[config.mk]
export PLATFORM = sky130hd
export DESIGN_NAME = dsw_cell
export DESIGN_NICKNAME = d
export VERILOG_FILES = /design/src/rtl/dsw_pkg.sv /design/src/rtl/dsw_cell.sv
export SDC_FILE = /design/constraint.sdc
export NUM_CORES = 2
export LEC_CHECK = 0
export BUFFER_PORTS_ARGS = -buffer_cell sky130_fd_sc_hd__buf_2
export CORE_ASPECT_RATIO = 2
export CORE_MARGIN = 2
export CORE_UTILIZATION = 45
export CTS_BUF_LIST = sky130_fd_sc_hd__clkbuf_16
export CTS_CLUSTER_SIZE = 30
export DETAILED_ROUTE_END_ITERATION = 8
export GPL_ROUTABILITY_DRIVEN = 0
export GPL_TIMING_DRIVEN = 0
export PLACE_DENSITY = 0.7
export RECOVER_POWER = 50
export REMOVE_ABC_BUFFERS = 1
export SYNTH_ARGS = -nofsm -noshare
export SYNTH_HDL_FRONTEND = slang
export SYNTH_SLANG_ARGS = --single-unit
[constraint.sdc]
create_clock -name clk -period 16 [get_ports clk]
set_input_delay 3.2 -clock clk [delete_from_list [all_inputs] [get_ports clk]]
set_output_delay 3.2 -clock clk [all_outputs]
set_load 0.05 [all_outputs]
[src/rtl/dsw_pkg.sv]
// ----------------------------------------------------------------------------
// Dice sum ways counter package
// Shared widths, limits, the modulus, the stream word between cells and
// the controller state type.
// ----------------------------------------------------------------------------
package dsw_pkg;

  localparam int MAX_DICE   = 32;
  localparam int MAX_FACES  = 32;
  localparam int MAX_TARGET = 1023;

  localparam int DICE_W   = 6;
  localparam int FACES_W  = 6;
  localparam int TARGET_W = 10;
  localparam int WAYS_W   = 30;
  localparam int TAP_W    = (MAX_FACES > 1) ? $clog2(MAX_FACES) : 1;

  localparam logic [WAYS_W-1:0] WAYS_MOD = WAYS_W'(1000000007);

  typedef struct packed {
    logic              valid;
    logic              first;
    logic              last;
    logic [WAYS_W-1:0] value;
  } dsw_word_t;

  typedef enum logic [1:0] {
    ST_IDLE,
    ST_FEED,
    ST_DRAIN,
    ST_DONE
  } dsw_state_t;

endpackage

[src/rtl/dsw_cell.sv]
// ----------------------------------------------------------------------------
// Dice sum ways cell
// One die of the chain: turns the stream of counts for the previous dice
// into the stream for one more die with a sliding window sum modulo the prime.
// ----------------------------------------------------------------------------
module dsw_cell
  import dsw_pkg::*;
(
  input  logic               clk,
  input  logic               rst,
  input  logic               active,
  input  logic [FACES_W-1:0] faces,
  input  dsw_word_t          din,
  output dsw_word_t          dout
);

  logic [WAYS_W-1:0] win;
  logic [WAYS_W-1:0] win_next;
  logic [WAYS_W-1:0] taps [MAX_FACES];
  logic [WAYS_W-1:0] win_cur;
  logic [WAYS_W-1:0] tap_old;
  logic [WAYS_W-1:0] diff_mod;
  logic [WAYS_W:0]   diff;
  logic [WAYS_W:0]   sum;
  logic [FACES_W-1:0] faces_m1;
  logic [TAP_W-1:0]  tap_idx;
  logic [WAYS_W-1:0] value_out;

  always_comb begin
    faces_m1 = faces - FACES_W'(1);
    tap_idx  = faces_m1[TAP_W-1:0];
    win_cur  = din.first ? '0 : win;
    tap_old  = din.first ? '0 : taps[tap_idx];
    diff     = {1'b0, win_cur} - {1'b0, tap_old};
    diff_mod = diff[WAYS_W] ? WAYS_W'(diff + {1'b0, WAYS_MOD}) : diff[WAYS_W-1:0];
    sum      = {1'b0, diff_mod} + {1'b0, din.value};
    win_next = (sum >= {1'b0, WAYS_MOD}) ? WAYS_W'(sum - {1'b0, WAYS_MOD})
                                         : sum[WAYS_W-1:0];
    if (!active) begin
      value_out = din.value;
    end else if (faces == '0) begin
      value_out = '0;
    end else begin
      value_out = win_cur;
    end
  end

  always_ff @(posedge clk) begin
    if (rst) begin
      dout.valid <= 1'b0;
    end else begin
      dout.valid <= din.valid;
    end
    dout.first <= din.first;
    dout.last  <= din.last;
    dout.value <= value_out;
    if (din.valid) begin
      win     <= win_next;
      taps[0] <= din.value;
      for (int i = 1; i < MAX_FACES; i++) begin
        taps[i] <= din.first ? '0 : taps[i-1];
      end
    end
  end

endmodule

==> impl_metrics.csv <==
group,metric,value,unit
synth,syn_inst,3393,
die,rows,172,
clock_tree,cts-resized-gates,0,
synth,ys_async_sr_fraction,0,%
synth,synth.area.top_cells,"edfxtp_1 60%, mux4_2 14%, nor2b_1 12%",
drt,drtAntennaViolNets,0,
timing,post-route-period-util,89.2,%
synth,synth-edff-count,990,
timing,finalSetupTns,0,ns
drt,routed_wl,100000,um
critical_path,critPathLaunch,"faces[0]",
finish,nets,3496,
global_route,grt_pass1_wl,160000,um
finish,final_core_util,50.1,%
placed_design,dp_cells,4687,
critical_path,arrival,14.74,ns
clock_tree,clock_sinks,1023,
synth,yosys.area.top_type,"edfxtp_1",
clock_tree,clk_pin_slew_worst_paths,0.07,ns
synth,syn-cell-area,49700,um^2
clock_tree,clock_latency,0.70,ns
clock_tree,post_cts_buffers,0,
power_and_ir_drop,ir_worst_vdd,0.000312,V
clock_tree,cts_hold_buf,0,
timing,rsz0062_at_grt,"no",
clock_tree,root_buffer,"clkbuf_16",
synth,synth_top_area_share,59.8,%
critical_path,critPathTopFamily,"compound AO/OA/AOI/OAI gates",
synth,ys_ff_latch,1023,
critical_path,cp_data_required_time,16.48,ns
critical_path,critPathKind,"in2reg",
die,core,110000,um^2
placed_design,dp_hpwl,63100,um
run,maxCapViolCount,4,
synth,ys_warn_count,0,
global_route,grt.total_usage,17.9,%
critical_path,path_common_cell,"xnor2_1",
critical_path,cp_num_buf_inv,6,
synth,synth_ff_type,"edfxtp_1",
status,status,"finished with violations",
global_route,antenna_found_initial,6,
drt,drt_iter0_drc,2259,
power_and_ir_drop,p_leak,19.2,nW
timing,min_period,14.27,ns
clock_tree,cts_tree,"yes",
timing,finalMaxSlewViolations,415,
timing,fin_skew,0.0349,ns
min_path,hold_path.class,"reg2reg",
synth,yosysMostFrequentCell,"edfxtp_1",
timing,max_slew_margin,-320,%
finish,fin_cells,4861,
drt,drtPass1Iterations,5,
min_path,min_from,"taps[10][28]",
timing,hold_violations,0,
power_and_ir_drop,total_power,11.3,mW
placed_design,place_ws,1.18,ns
clock_tree,clockBufferDepth,3,
global_route,grt-ovfl-total,0,
finish,area_delta_synth_final,10.5,%
power_and_ir_drop,power.density,206,nW/um^2
finish,drive_above_1_share,15.0,%
global_route,grt_max_degree,171,
global_route,grt_pass1_vias,28413,
drt,drcViolationCount,0,
clock_tree,htree_num_levels,3,
status,violations,"capacitance limit, slew limit",
die,io_pins,75,
clock_tree,numCtsBuffers,91,
drt,vias,27611,
critical_path,r2r_start,"taps[16][0]",
synth,avgSynthCellArea,14.7,um^2
timing,worst_pin_slew,6.30,ns
critical_path,critPathMaxFanout,70,
die,start_util,45.3,%
synth,synth_seq_area_share,61.1,%
die,die-area,113000,um^2
critical_path,cpMaxStageDelayCell,"ha_4",
drt,viasPerCell,5.68,
placed_design,io_buffers,74,
critical_path,cp-start-kind,"input port",
die,die_width,239,um
drt,wl_per_cell,20.6,um
critical_path,slowest_delay,0.75,ns
critical_path,worstSetupEndpointType,"register",
synth,netlist_top_cells_count,"990 x edfxtp_1, 937 x nor2b_1, 300 x mux4_2",
die,dieHeight,474,um
timing,max_freq,70.1,MHz
timing,setup_viol,0,
timing,fin_ws,1.73,ns
synth,synth_cell_type_count,77,
==> registers in the layout (all words and copies together), names as in the netlist <==
name / count
dout: 33
taps: 960
win: 30
==> final timing paths <==
kind / end / slack (ns) / depth (start not counted)
max reg2reg: win[6] / 6.27 / 31
max: win[6] / 1.73 / 36
min: taps[11][28] / 0.56 / 1
min reg2reg: taps[11][28] / 0.56 / 1
==> final cells by class <==
type	count	area [um^2]
Timing Repair Buffer	120	1210
Clock inverter	80	756
Antenna cell	2	5.00
Fill cell	9293	54800
Sequential cell	1023	30400
Tap cell	1392	1740
Inverter	82	308
Clock buffer	92	2300
Multi-Input combinational cell	2070	18300
==> power by group <==
part	leakage (nW)	internal [mW]	switching [mW]
Sequential	10.4	3.40	0.0765
Clock	1.55	1.25	1.02
Combinational	7.29	2.11	3.44
==> metal layers <==
metal  global-route usage, %  wire length, um  vias to the layer above
li1                        -                -                    12574
met1                    23.5            42800                    14285
met2                    30.2            50300                      563
met3                    2.23             3730                      183
met4                    7.02             3320                        6
met5                       0               46                        -
==> through the flow <==
step,instance area [um^2],hold slack [ns]
2_1_floorplan,48900,0.493
3_3_place_gp,51000,0.538
3_5_place_dp,52100,0.547
4_1_cts,55100,0.558
5_1_grt,55000,0.567
6_report,55000,0.556
==> layout by cell type, fill, tap and decap left out, types with 9 or more instances in the layout <==
master,count
a21o_1,54
a21oi_1,66
a31oi_1,15
and2_1,9
buf_16,21
buf_8,21
bufinv_16,12
clkbuf_1,66
clkbuf_16,92
clkinv_1,25
clkinv_2,15
dfxtp_1,33
edfxtp_1,990
ha_1,63
inv_1,97
mux4_2,300
nand2_1,147
nand2b_1,10
nand3_1,28
nand4_1,13
nor2_1,82
nor2b_1,937
nor3_1,15
nor4_1,9
o21a_1,13
o21ai_0,46
o21bai_1,9
o32ai_1,29
or3_1,10
xnor2_1,64
xor2_1,37
==> worst reg2reg max path, delay by kind of cell (launching register included) <==
family	cells	cell delay (ns)
buf+inv	2	0.35
flops	1	0.41
mux	2	0.97
fa+ha+maj	3	1.02
simple gates	7	2.14
xor+xnor	4	0.85
compound gates	13	3.79
==> cell families (layout without fill, tap and decap cells) <==
group	after synthesis	after routing	share of synthesized area, %
buffers and inverters	300	374	2.34
flip-flops	1023	1023	61.1
AO/OA/AOI/OAI	302	302	4.21
AND/OR/NAND/NOR	1291	1291	15.1
multiplexers	306	306	13.7
other	0	2	0
adder cells (fa/ha/maj)	66	66	1.69
XOR/XNOR	105	105	1.85
(Power assumes the default switching activity.)
